## src/hdl/kmm_pkg.sv

```systemverilog
// Shared types and constants of the key matrix MIDI note event block
`default_nettype none

package kmm_pkg;

  localparam int unsigned DEF_COLUMN_COUNT = 8;
  localparam int unsigned DEF_ROW_COUNT    = 4;

  localparam int unsigned CFG_DATA_W = 7;
  localparam int unsigned CFG_IDX_W  = 1;

  localparam logic [7:0] STATUS_ON  = 8'h90;
  localparam logic [7:0] STATUS_OFF = 8'h80;
  localparam logic [6:0] DATA_MAX   = 7'd127;

  localparam logic [6:0] BASE_NOTE_RESET = 7'd48;
  localparam logic [6:0] VELOCITY_RESET  = 7'd127;

  typedef enum logic [CFG_IDX_W-1:0] {
    REG_BASE_NOTE     = 1'b0,
    REG_NOTE_VELOCITY = 1'b1
  } cfg_reg_e;

endpackage

`default_nettype wire

```

## src/hdl/key_matrix_midi_note_events.sv

```systemverilog
// Top level of the key matrix scanner to MIDI note event block
// Each transfer on the input carries one scanned column. The key state is
// compared and updated in the cycle of the transfer; every key of that column
// whose state changed then yields three bytes (status, pitch, velocity),
// sent one byte a cycle while the output is not stalled, through a single
// output register, the final one marked. A column with no change, or beyond
// COLUMN_COUNT, does not hold the input and yields nothing. A column with k
// changed keys yields 3*k bytes, at most 3*ROW_COUNT (12 at the default
// sizes); the next column is taken in the cycle its predecessor's last byte
// enters the output register, so a stalled full output register delays it.
`default_nettype none

module key_matrix_midi_note_events import kmm_pkg::*; #(
  parameter int unsigned COLUMN_COUNT = DEF_COLUMN_COUNT,
  parameter int unsigned ROW_COUNT    = DEF_ROW_COUNT
) (
  input  wire logic                  clk_i,
  input  wire logic                  rst_ni,
  input  wire logic                  cfg_we_i,
  input  wire logic [CFG_IDX_W-1:0]  cfg_index_i,
  input  wire logic [CFG_DATA_W-1:0] cfg_data_i,
  input  wire logic                  in_valid_i,
  output logic                       in_stall_o,
  input  wire logic [2:0]            column_i,
  input  wire logic [3:0]            row_levels_i,
  output logic                       out_valid_o,
  input  wire logic                  out_stall_i,
  output logic [7:0]                 midi_byte_o,
  output logic                       last_byte_o
);

  localparam int unsigned ColW = (COLUMN_COUNT > 1) ? $clog2(COLUMN_COUNT) : 1;

  logic                 in_accept;
  logic                 in_range;
  logic [ColW-1:0]      col_idx;
  logic [ROW_COUNT-1:0] change;
  logic [ROW_COUNT-1:0] press;
  logic                 busy;

  assign in_stall_o = busy;
  assign in_accept  = in_valid_i && !busy;

  kmm_key_state #(
    .COLUMN_COUNT (COLUMN_COUNT),
    .ROW_COUNT    (ROW_COUNT)
  ) u_key_state (
    .clk_i        (clk_i),
    .rst_ni       (rst_ni),
    .column_i     (column_i),
    .row_levels_i (row_levels_i),
    .update_i     (in_accept),
    .in_range_o   (in_range),
    .col_idx_o    (col_idx),
    .change_o     (change),
    .press_o      (press)
  );

  kmm_emit #(
    .COLUMN_COUNT (COLUMN_COUNT),
    .ROW_COUNT    (ROW_COUNT)
  ) u_emit (
    .clk_i       (clk_i),
    .rst_ni      (rst_ni),
    .cfg_we_i    (cfg_we_i),
    .cfg_index_i (cfg_index_i),
    .cfg_data_i  (cfg_data_i),
    .load_i      (in_accept && in_range && (|change)),
    .col_i       (col_idx),
    .mask_i      (change),
    .press_i     (press),
    .busy_o      (busy),
    .out_valid_o (out_valid_o),
    .out_stall_i (out_stall_i),
    .midi_byte_o (midi_byte_o),
    .last_byte_o (last_byte_o)
  );

endmodule

`default_nettype wire

```

## src/hdl/kmm_key_state.sv

```systemverilog
// Pressed state of every key and change detection for one scanned column
`default_nettype none

module kmm_key_state import kmm_pkg::*; #(
  parameter int unsigned COLUMN_COUNT = DEF_COLUMN_COUNT,
  parameter int unsigned ROW_COUNT    = DEF_ROW_COUNT,
  localparam int unsigned ColW = (COLUMN_COUNT > 1) ? $clog2(COLUMN_COUNT) : 1
) (
  input  wire logic                 clk_i,
  input  wire logic                 rst_ni,
  input  wire logic [2:0]           column_i,
  input  wire logic [3:0]           row_levels_i,
  input  wire logic                 update_i,
  output logic                      in_range_o,
  output logic [ColW-1:0]           col_idx_o,
  output logic [ROW_COUNT-1:0]      change_o,
  output logic [ROW_COUNT-1:0]      press_o
);

  localparam int unsigned LvlW = (ROW_COUNT > 4) ? ROW_COUNT : 4;
  localparam int unsigned ExtW = ColW + 3;

  logic [COLUMN_COUNT-1:0] key_q [ROW_COUNT];
  logic [ExtW-1:0]         col_ext;
  logic [LvlW-1:0]         levels;

  assign col_ext    = ExtW'(column_i);
  assign col_idx_o  = col_ext[ColW-1:0];
  assign in_range_o = col_ext < ExtW'(COLUMN_COUNT);
  assign levels     = LvlW'(row_levels_i);

  always_comb begin
    for (int r = 0; r < ROW_COUNT; r++) begin
      press_o[r]  = ~levels[r];
      change_o[r] = in_range_o && (press_o[r] != key_q[r][col_idx_o]);
    end
  end

  always_ff @(posedge clk_i or negedge rst_ni) begin
    if (!rst_ni) begin
      for (int r = 0; r < ROW_COUNT; r++) begin
        key_q[r] <= '0;
      end
    end else if (update_i && in_range_o) begin
      for (int r = 0; r < ROW_COUNT; r++) begin
        key_q[r][col_idx_o] <= press_o[r];
      end
    end
  end

endmodule

`default_nettype wire

```

## src/hdl/kmm_emit.sv

```systemverilog
// Event register and byte serialiser with registered MIDI output
`default_nettype none

module kmm_emit import kmm_pkg::*; #(
  parameter int unsigned COLUMN_COUNT = DEF_COLUMN_COUNT,
  parameter int unsigned ROW_COUNT    = DEF_ROW_COUNT,
  localparam int unsigned ColW = (COLUMN_COUNT > 1) ? $clog2(COLUMN_COUNT) : 1
) (
  input  wire logic                  clk_i,
  input  wire logic                  rst_ni,
  input  wire logic                  cfg_we_i,
  input  wire logic [CFG_IDX_W-1:0]  cfg_index_i,
  input  wire logic [CFG_DATA_W-1:0] cfg_data_i,
  input  wire logic                  load_i,
  input  wire logic [ColW-1:0]       col_i,
  input  wire logic [ROW_COUNT-1:0]  mask_i,
  input  wire logic [ROW_COUNT-1:0]  press_i,
  output logic                       busy_o,
  output logic                       out_valid_o,
  input  wire logic                  out_stall_i,
  output logic [7:0]                 midi_byte_o,
  output logic                       last_byte_o
);

  localparam int unsigned RowW  = (ROW_COUNT > 1) ? $clog2(ROW_COUNT) : 1;
  localparam int unsigned NoteW = 9;

  typedef enum logic [2:0] {
    PH_STATUS = 3'b001,
    PH_PITCH  = 3'b010,
    PH_VEL    = 3'b100
  } phase_e;

  logic [6:0]           base_q;
  logic [6:0]           vel_q;
  logic                 ev_valid_q;
  logic [ColW-1:0]      ev_col_q;
  logic [ROW_COUNT-1:0] ev_mask_q;
  logic [ROW_COUNT-1:0] ev_press_q;
  phase_e               phase_q;
  phase_e               phase_d;
  logic                 out_valid_q;
  logic [7:0]           out_byte_q;
  logic                 out_last_q;

  logic [RowW-1:0]      row_sel;
  logic [ROW_COUNT-1:0] row_bit;
  logic                 only_one;
  logic                 step;
  logic                 ev_done;
  logic [NoteW-1:0]     note_sum;
  logic [6:0]           pitch;
  logic [7:0]           byte_d;

  always_comb begin
    row_sel = '0;
    for (int r = ROW_COUNT - 1; r >= 0; r--) begin
      if (ev_mask_q[r]) begin
        row_sel = RowW'(r);
      end
    end
  end

  always_comb begin
    row_bit = '0;
    row_bit[row_sel] = 1'b1;
  end

  assign only_one = (ev_mask_q & ~row_bit) == '0;
  assign step     = ev_valid_q && (!out_valid_q || !out_stall_i);
  assign ev_done  = step && (phase_q == PH_VEL) && only_one;
  assign busy_o   = ev_valid_q && !ev_done;

  assign note_sum = NoteW'(base_q) + NoteW'(ev_col_q)
                  + NoteW'(COLUMN_COUNT) * NoteW'(row_sel);
  assign pitch    = (note_sum > NoteW'(DATA_MAX)) ? DATA_MAX : note_sum[6:0];

  always_comb begin
    unique case (phase_q)
      PH_STATUS: begin
        byte_d  = ev_press_q[row_sel] ? STATUS_ON : STATUS_OFF;
        phase_d = PH_PITCH;
      end
      PH_PITCH: begin
        byte_d  = {1'b0, pitch};
        phase_d = PH_VEL;
      end
      PH_VEL: begin
        byte_d  = {1'b0, vel_q};
        phase_d = PH_STATUS;
      end
      default: begin
        byte_d  = {1'b0, vel_q};
        phase_d = PH_STATUS;
      end
    endcase
  end

  always_ff @(posedge clk_i or negedge rst_ni) begin
    if (!rst_ni) begin
      base_q <= BASE_NOTE_RESET;
      vel_q  <= VELOCITY_RESET;
    end else if (cfg_we_i) begin
      unique case (cfg_reg_e'(cfg_index_i))
        REG_BASE_NOTE:     base_q <= cfg_data_i;
        REG_NOTE_VELOCITY: vel_q  <= cfg_data_i;
        default: ;
      endcase
    end
  end

  always_ff @(posedge clk_i or negedge rst_ni) begin
    if (!rst_ni) begin
      ev_valid_q <= 1'b0;
      phase_q    <= PH_STATUS;
    end else if (load_i) begin
      ev_valid_q <= 1'b1;
      phase_q    <= PH_STATUS;
    end else if (ev_done) begin
      ev_valid_q <= 1'b0;
      phase_q    <= PH_STATUS;
    end else if (step) begin
      phase_q <= phase_d;
    end
  end

  always_ff @(posedge clk_i) begin
    if (load_i) begin
      ev_col_q   <= col_i;
      ev_mask_q  <= mask_i;
      ev_press_q <= press_i;
    end else if (step && (phase_q == PH_VEL)) begin
      ev_mask_q <= ev_mask_q & ~row_bit;
    end
  end

  always_ff @(posedge clk_i or negedge rst_ni) begin
    if (!rst_ni) begin
      out_valid_q <= 1'b0;
    end else if (step) begin
      out_valid_q <= 1'b1;
    end else if (!out_stall_i) begin
      out_valid_q <= 1'b0;
    end
  end

  always_ff @(posedge clk_i) begin
    if (step) begin
      out_byte_q <= byte_d;
      out_last_q <= (phase_q == PH_VEL) && only_one;
    end
  end

  assign out_valid_o = out_valid_q;
  assign midi_byte_o = out_byte_q;
  assign last_byte_o = out_last_q;

endmodule

`default_nettype wire

```

## config.mk

```make
export PLATFORM = sky130hd
export DESIGN_NAME = key_matrix_midi_note_events
export DESIGN_NICKNAME = d
export VERILOG_FILES = /design/src/hdl/kmm_pkg.sv /design/src/hdl/key_matrix_midi_note_events.sv /design/src/hdl/kmm_key_state.sv /design/src/hdl/kmm_emit.sv
export SDC_FILE = /design/constraint.sdc
export NUM_CORES = 1
export LEC_CHECK = 0
export BUFFER_PORTS_ARGS = -buffer_cell sky130_fd_sc_hd__buf_2
export CAP_MARGIN = 40
export CORE_UTILIZATION = 50
export DETAILED_ROUTE_END_ITERATION = 6
export PLACE_DENSITY = 0.74
export RECOVER_POWER = 25
export SYNTH_ARGS = -nofsm -noshare
export SYNTH_HDL_FRONTEND = slang
export SYNTH_SLANG_ARGS = --single-unit
```

## constraint.sdc

```tcl
create_clock -name clk_i -period 3.99 [get_ports clk_i]
set_input_delay 0.399 -clock clk_i [delete_from_list [all_inputs] [get_ports clk_i]]
set_output_delay 0.399 -clock clk_i [all_outputs]
set_load 0.03 [all_outputs]
```

**Word level (Yosys, flattened, before mapping)**

Cells that the tools add are included.

- Add/subtract/negate cells: 2
- Bitwise operators: 7
- Div/mod/pow operators: 0
- Reduce and logical (&&, ||, !) cells: 26
- $mul: 0
- Order comparisons: 6
- Equal/unequal tests: 8
- Shift-type cells: 0
- Mux-type cells: 35

Operator list:

| operator | count |
|---|---|
| $bwmux 8 | 4 |
| $pmux 8 s2 | 1 |
| $logic_and 1x1->1 | 14 |
| $bmux 1 s3 | 4 |
| $mux 1 | 11 |
| $add 9x5->9 | 1 |
| $gt 9x7->1 const B | 1 |
| $mux 3 | 3 |
| $add 7x3->8 | 1 |
| $lt 3x4->1 const B | 2 |
| $mux 2 | 4 |
| $mux 4 | 2 |
| $mux 7 | 1 |
| $pmux 3 s2 | 1 |
| $mux 5 | 1 |
| $not 1->1 | 5 |
| $and 4x4->4 | 1 |
| $logic_not 1->1 | 4 |
| $logic_not 4->1 | 1 |
| $ne 1x1->1 | 4 |
| $not 4->4 | 1 |
| $reduce_and 2->1 | 2 |
| $reduce_bool 2->1 | 2 |
| $reduce_or 4->1 | 1 |
| 12 further kinds | 12 |

- Bits in latches: 0
- Memory bits (read-only): 0
- Memory bits (writable): 0
- Bits in registers: 71
- Output and inout bits: 11
- Memories kept: 0

**Depth between registers and ports, before layout**

Gate-level depths: netlist of the first run.

- Depth after elaboration: 19
- Gate-level depth with buffers: 13
- Depth with buffers taken out: 13

**Modules after synthesis**

Synthesis of the first run repeated with hierarchy kept, for this count alone.

- Cell total of the unflattened synthesis: 318
- Area total of the unflattened synthesis: 3,409.5 um2

Modules (own cells, without submodules):

| module | sequential area each (um2) | instances | cells an instance | area each (um2) |
|---|---|---|---|---|
| kmm_emit | 1,088.5 | 1 | 159 | 1,881.8 |
| kmm_key_state | 800.8 | 1 | 156 | 1,507.7 |
| key_matrix_midi_note_events | 0.0 | 1 | 3 | 20.0 |

**Least setup slack after synthesis of the first run**

OpenSTA, ideal clock, no wires.

- Path type: register to register
- Start point: register u_emit.ev_col_q[1]
- End point: register u_emit.out_byte_q[4] (netlist: u_emit.midi_byte_o[4]), data pin
- Arrival time: 2,790 ps
- Clock period less this slack: 2,921 ps
- Stages on the path, launching flop included: 12
- Path slack: 1,069 ps
- Buffers on the path: 0
- Library setup time: 132 ps
- Cell sequence: edfxtp_1 ha_1 a21o_1 a21oi_1 xnor2_1 ha_1 inv_1 fa_1 a2111oi_0 o22a_1 o21a_1 a221o_1

- Word-level cells in the longest chain between the ends: 5

Ends and longest elaborated chain:

| element | RTL line | RTL |
|---|---|---|
| start: declaration | kmm_emit.sv:37 | `logic [ColW-1:0] ev_col_q;` |
| start signal: assignment | kmm_emit.sv:129 | `ev_col_q <= col_i;` |
| $add 7x3->8 * | kmm_emit.sv:74 | `assign note_sum = NoteW'(base_q) + NoteW'(ev_col_q)` |
| $add 9x5->9 * | kmm_emit.sv:75 | `+ NoteW'(COLUMN_COUNT) * NoteW'(row_sel);` |
| $gt 9x7->1 | kmm_emit.sv:76 | `assign pitch = (note_sum > NoteW'(DATA_MAX)) ? DATA_MAX : note_sum[6:0];` |
| $mux 7 * | kmm_emit.sv:76 |  |
| $pmux 8 s2 * | kmm_emit.sv:79 | `unique case (phase_q)` |
| named net u_emit.byte_d[4] | kmm_emit.sv:53 | `logic [7:0] byte_d;` |
| end signal: assignment | kmm_emit.sv:149 | `out_byte_q <= byte_d;` |
| end: declaration | kmm_emit.sv:43 | `logic [7:0] out_byte_q;` |

Mark *: on every way through the listed nets, which the timed path passes. The rest lies on a longest branch.
A chain may end at the register's enable or synchronous reset.

**Worst setup path in the final report of the first run**

- Start point: register u_emit.base_q[0]
- End point: register u_emit.out_byte_q[4] (netlist: u_emit.midi_byte_o[4]), data pin

- Word-level cells in the longest chain between the ends: 5

Ends and longest elaborated chain:

| element | RTL line | RTL |
|---|---|---|
| start: declaration | kmm_emit.sv:34 | `logic [6:0] base_q;` |
| start signal: assignment | kmm_emit.sv:105 | `REG_BASE_NOTE: base_q <= cfg_data_i;` |
| $add 7x3->8 * | kmm_emit.sv:74 |  |
| $add 9x5->9 * | kmm_emit.sv:75 |  |
| $gt 9x7->1 | kmm_emit.sv:76 |  |
| $mux 7 * | kmm_emit.sv:76 |  |
| $pmux 8 s2 * | kmm_emit.sv:79 |  |
| named net u_emit.byte_d[4] | kmm_emit.sv:53 |  |

Marks and branches as above.

==> results of run 1 <==
==> routing by layer <==
| metal | track usage [%] | routed length [um] | vias to the layer above |
|---|---|---|---|
| met1 | 26.37 | 3057 | 1154 |
| met2 | 34.49 | 3301 | 68 |
| li1 | - | - | 1230 |
| met5 | 0 | 0 | - |
| met3 | 4.286 | 264 | 16 |
| met4 | 10.61 | 171 | 0 |
==> path summary, 6_finish.rpt <==
check	slack (ns)	start	cells after the start	end
worst min register to register	0.48	u_key_state.key_q[24]	2	u_key_state.key_q[24]
max in group asynchronous	1.46	rst_ni	2	u_key_state.key_q[25]
min in group asynchronous	0.99	rst_ni	2	u_emit.base_q[6]
worst min-delay path	0.28	cfg_data_i[1]	3	u_emit.base_q[1]
worst max-delay path	0.72	u_emit.base_q[0]	12	u_emit.midi_byte_o[4]
worst max register to register	0.72	u_emit.base_q[0]	12	u_emit.midi_byte_o[4]
==> logic make-up after synthesis <==
logic type	synth area share, %
AND/OR/NAND/NOR	13.67
AO/OA/AOI/OAI	15.01
flip-flops	53.21
buffers and inverters	3.735
multiplexers	9.055
XOR/XNOR	2.431
adder cells (fa/ha/maj)	2.889
==> flip-flops by register name (all words and copies together), names as in the netlist <==
name and cells:
u_emit.base_q 7, u_emit.ev_col_q 3, u_key_state.key_q 32, u_emit.last_byte_o 1
u_emit.ev_press_q 4, u_emit.vel_q 7, u_emit.phase_q 3, u_emit.out_valid_o 1
u_emit.ev_valid_q 1, u_emit.midi_byte_o 8, u_emit.ev_mask_q 4
==> stage by stage <==
step | hold WS [ns] | instances | total power, mW | area, um2
after floorplan | 0.1034 | 332 | 1.282 | 3551
after global placement | 0.4571 | 445 | 1.389 | 3760
after detailed placement | 0.4663 | 445 | 1.405 | 3760
after CTS | 0.1868 | 461 | 1.977 | 3956
after global routing | 0.2818 | 461 | 2.079 | 3945
final | 0.2830 | 461 | 1.963 | 3945
==> power by group <==
group | switching (mW) | internal, mW
Clock | 0.279 | 0.293
Combinational | 0.274 | 0.173
Sequential | 0.0604 | 0.884
==> worst max-delay path: stages (launching register included) <==
cell       delay, ns
dfrtp_1         0.34
ha_1            0.16
inv_1           0.06
fa_1            0.40
nor2b_1         0.28
o21ai_0         0.15
xnor2_1         0.22
inv_1           0.09
fa_1            0.42
a2111oi_0       0.44
o22a_1          0.35
o21a_1          0.15
a221o_1         0.10
==> cell usage after synthesis (2+ instances only) <==
cell type	instances
mux4_2	2
mux2i_1	13
nand3_1	6
inv_1	15
a21oi_1	6
o31a_1	2
o22ai_1	3
nand2_1	53
edfxtp_1	20
mux2_2	13
fa_1	2
ha_1	5
nand2b_1	3
a21o_1	2
nand4b_1	4
a221o_1	2
and3_1	2
nor2b_1	5
dfstp_2	10
clkbuf_1	9
dfrtp_1	41
buf_4	3
o21a_1	2
o211ai_1	2
nor2_1	15
nand4_1	3
xnor2_1	7
a211oi_1	4
nor3_1	6
o21ai_0	49
==> cell type report <==
class | instances | area, um2
fillers | 617 | 2887
clock buffers | 10 | 127.6
multi-input cells | 231 | 1529
flip-flops and latches | 71 | 1889
clock inverters | 6 | 68.82
well taps | 96 | 120.1
repair buffers | 32 | 153.9
inverters | 15 | 56.30
==> metrics.txt, run 1 <==
Layout area overhead=11.10%; Post-Synthesis Cells=between 300 and 400; die area=approximately 0.0074 mm2; LEAKAGE=about 1.7 nW; Clock Latency Late Sink=0.35 ns; DRT antenna net count=0; Synth top area share=28.89%; drt drc=0; TNS Setup=0 ns; Worst Path Arrival=3.50 ns; die width=around 86 um; Startpoint Class=flip-flop; Reg clk slew, reported paths=~0.080 ns; CTS buffer count=9; post-synth top area cell=dfrtp_1; Syn Std Cell Area=0.003551 mm2; commonest non-fill, non-tap cell in the layout=nand2_1; share of cells above drive strength 1=~20%; final wirelength=6793 um; PD cells=497.7 mW/mm2; Final Setup Violations=0; vias in the first global route=about 2500; number of distinct library cells after synthesis=53; die height=86.27 um; Core Area=between 0.006 and 0.007 mm2; WL/cell=14.74 um; Top FF cell, synth=dfrtp_1; vias=approximately 2500; slew at the pin closest to its max-slew limit=2.698 ns; max frequency=between 300 and 400 MHz; most frequent cells in the layout=nand2_1, o21ai_0, dfrtp_1, buf_2, edfxtp_1; Req. time, crit path=4.21 ns; dpl ws=between 0.8 and 0.9 ns; gr usage total=a little over a fifth; clock skew=0.009914 ns; Setup crit end kind=flip-flop; peak supply drop=about 0.00026 V; MaxCap Viol Count=1; Mapped Nets=359; Worst Path Max Fanout=7; hold_buf cts=0; failing checks=capacitance limit, slew limit; ANT cells=0; Hold Path Class=input pin to flip-flop; FFs w/ async S/R, synth=a little under three quarters; CTS Sinks=slightly above 70; Nets=387; min cycle time layout=3.273 ns; max_slew headroom=-79.85%; hpwl dp=4745 um; H-Tree Depth=3; CTS root buffer=clkbuf_8; first-pass iteration count of the detailed router=4; Avg Inst Size Synth=around 11 um2; Ys Warns=0; CP Class=flip-flop to flip-flop; Period Utilization, post-route=between 80 and 90%; Via density=~5.4; antenna violations before repair=0; worst setup margin=a little over 0.7 ns; RSZ-0062 raised after global routing=false; status=finished with violations; GR Overflow Total=0; # IOs=31; post-CTS setup buffer count=0; largest net degree at the start of global routing=52; CTS tree=done; DRT iter0 DRCs=~80; Yosys reg bits=between 70 and 80; row count=30; EDFF count, synth=20; fin. max-slew vios=52; final hold violations=0; clock buffer depth=2; CTS-repair resized insts=0; Seq/Total Area, Yosys=53.21%; PortBufs=30; Initial Util=51.98%; first-pass GRT wire length=around 12000 um; top cells by area, synth=dfrtp_1, edfxtp_1, dfstp_2, o21ai_0, nand2_1; Final Core Density=just under 60%; GPL Wtd Cong=a little under 0.9
No activity file was read; power rests on OpenSTA's default activity.
==> inputs of run 2 (changes only) <==
--- a/config.mk
+++ b/config.mk
@@ -5,6 +5,7 @@
 export SDC_FILE = /design/constraint.sdc
 export NUM_CORES = 1
 export LEC_CHECK = 0
+export ABC_AREA = 1
 export BUFFER_PORTS_ARGS = -buffer_cell sky130_fd_sc_hd__buf_2
 export CAP_MARGIN = 40
 export CORE_UTILIZATION = 50
==> constraint.sdc (replaced) <==
create_clock -name clk_i -period 3.2 [get_ports clk_i]
set_input_delay 0.32 -clock clk_i [delete_from_list [all_inputs] [get_ports clk_i]]
set_output_delay 0.32 -clock clk_i [all_outputs]
set_load 0.03 [all_outputs]
==> metrics.txt, run 2 <==
status=finished, final reports clean; Via density=between 4 and 5; Ys Warns=0; CTS root buffer=clkbuf_8; max layer used=met4; Yosys reg bits=slightly above 70; last element of the critical path=u_emit.midi_byte_o[1]; Core Area=between 0.006 and 0.007 mm2; CTS Sinks=about 70; gr usage total=21.12%; Layout Cell Area excl Fill=0.003944 mm2; Initial Util=52.09%; Reg clk slew, reported paths=0.08 ns; # IOs=31; worst r2r src=u_emit.ev_col_q[2]; met3 routed WL=approximately 220 um; Reg with most FFs=u_key_state.key_q; Hold Path Class=input pin to flip-flop; largest family of logic cells by synthesized area=simple AND/OR/NAND/NOR gates; first-pass GRT wire length=12050 um; Req. time, crit path=roughly 3.4 ns; CTS tree=done; Avg Inst Size Synth=8.069 um2; slew at the pin closest to its max-slew limit=roughly 1.5 ns; most frequent CP cell=nand3_1; DP Area=about 0.0038 mm2; die height=86.36 um; number of distinct library cells after synthesis=27; Synth top area share=a little under 30%; CP peak stage delay=about 0.48 ns; vias=between 2000 and 3000; PortBufs=30; Clock Latency Late Sink=around 0.34 ns; top cells by area, synth=dfrtp_1, nand2_1, edfxtp_1, o21ai_0, dfstp_2; CP Class=flip-flop to flip-flop; Setup crit end kind=flip-flop; ANT cells=0; R2R Path End=u_emit.midi_byte_o[1]; overall power=just under 3 mW; EDFF count, synth=20; Worst Path Max Fanout=5; max frequency=348.8 MHz; FFs w/ async S/R, synth=between 70% and 80%; clock buffer depth=2; LEAKAGE=a little under 2 nW; CP max-delay cell=fa_1; GR Overflow Total=0; Startpoint Class=flip-flop; clock skew=0.009455 ns; GPL Wtd Cong=0.8466; peak supply drop=approximately 0.00042 V; DRT iter0 DRCs=between 150 and 200; MaxCap Viol Count=0; post-synth top area cell=dfrtp_1; Adder-Cell Fraction of Synth Area=just under 3%; Final Core Density=between 50% and 60%; commonest non-fill, non-tap cell in the layout=nand2_1; Post-Synthesis Cells=between 400 and 500; mux share of post-synthesis cell area=0%; fin. max-slew vios=0; first-pass iteration count of the detailed router=4; max_slew headroom=2.257%; Worst Path Arrival=~3.1 ns; row count=30; DR WL met2=approximately 3400 um; max FFs per register=32; antenna violations before repair=0; RSZ-0062 raised after global routing=false; R2R Setup Slk=around 0.33 ns; Final Setup Violations=0; XOR/XNOR Fraction of Synth Area=less than 1%; die area=about 0.0075 mm2; simple-gate share of the synthesized area=about 25%; CTS buffer count=9; Worst R2R Path Depth=13; Synth top cells by count=nand2_1, o21ai_0, inv_1; Worst path top cell family by delay=adder cells; crit-path cells=ha_1, nand3_1, nand3_1, xor2_1, ha_1, inv_1, fa_1, nor2_1, inv_1, o21bai_1, nand3_1, a21oi_1, a21o_1; hpwl dp=about 5000 um; Period Utilization, post-route=89.60%; vias in the first global route=between 2000 and 3000; Nets=500; Top FF cell, synth=dfrtp_1; most common cell in the netlist=nand2_1; final hold violations=0; PD cells=around 740 mW/mm2; buffers plus inverters on the worst setup path=2; M1 WL=approximately 3100 um; WHS=0.2032 ns; share of cells above drive strength 1=about 9.8%; DRT antenna net count=0; Mapped Nets=between 400 and 500; Syn Std Cell Area=between 0.003 and 0.004 mm2; crit path from=u_emit.ev_col_q[2]; most frequent cells in the layout=nand2_1, o21ai_0, inv_1, dfrtp_1, nand3_1; Layout area overhead=10.83%; die width=~86 um; TNS Setup=0 ns; final wirelength=between 6000 and 7000 um; H-Tree Depth=3; filler cell count=642; WL/cell=roughly 12 um; Seq/Total Area, Yosys=between 50 and 60%; Compound-Gate Fraction of Synth Area=about a tenth; min cycle time layout=around 2.9 ns; Critical Path Stages=13; largest net degree at the start of global routing=28; drt drc=0
run 2: worst min path at each step:
stage	slack, ns	cells after the start	to	start
after floorplan	0.02	0	u_emit.base_q[0]	rst_ni
after global placement	0.36	1	u_key_state.key_q[24]	rst_ni
after detailed placement	0.36	1	u_key_state.key_q[24]	rst_ni
after CTS	0.19	3	u_emit.out_valid_o	out_stall_i
after global routing	0.23	3	u_emit.vel_q[3]	cfg_data_i[3]
final	0.20	3	u_emit.out_valid_o	out_stall_i
run 2: final cells by class:
type                    count  area, um2  share of cell area [%]
clock buffers              12      155.1                   3.934
inverters                  56      210.2                   5.330
multi-input cells         303       1391                   35.28
clock inverters             4      20.02                  0.5076
well taps                  96      120.1                   3.046
repair buffers             32      157.7                   3.997
flip-flops and latches     71       1889                   47.91
run 2: cell families (layout without fill, tap and decap cells):
group           Yosys count  in the layout
compound gates           69             69
simple gates            223            223
buf+inv                  67            104
fa+ha+maj                 7              7
xor+xnor                  4              4
flops                    71             71
run 2: repair_timing:
item,4_1_cts,5_1_grt
hold endpoints to repair,17,0
hold buffers,1,0
endpoints found under the setup margin,0,2
gates resized for setup,0,1
setup buffers,0,0
run 2: through the flow:
step / worst slack (ns) / std cells
after CTS: 0.2609 / 574
after global routing: 0.08705 / 574
final: 0.3328 / 574
after global placement: 0.3960 / 557
after floorplan: 0.5500 / 441
after detailed placement: 0.2785 / 557
run 2: routing by layer:
layer	global-route usage [%]	vias to the layer above
met5	0	-
met4	9.545	0
met3	4.286	10
met2	36.94	42
met1	25.19	1278
li1	-	1463
run 2: where the power goes:
group	leakage [nW]	internal [mW]	switching, mW
combinational	1.04	0.305	0.594
sequential	0.838	1.26	0.135
clock	0.0959	0.319	0.318
total	1.98	1.88	1.05
run 2: worst reg2reg max path: cells and delay by family, from the launching register on:
family / cells / cell delay (ns)
AND/OR/NAND/NOR: 4 / 0.56
buffers and inverters: 2 / 0.13
AO/OA/AOI/OAI: 3 / 0.49
adder cells (fa/ha/maj): 3 / 1.02
XOR/XNOR: 1 / 0.17
flip-flops: 1 / 0.37
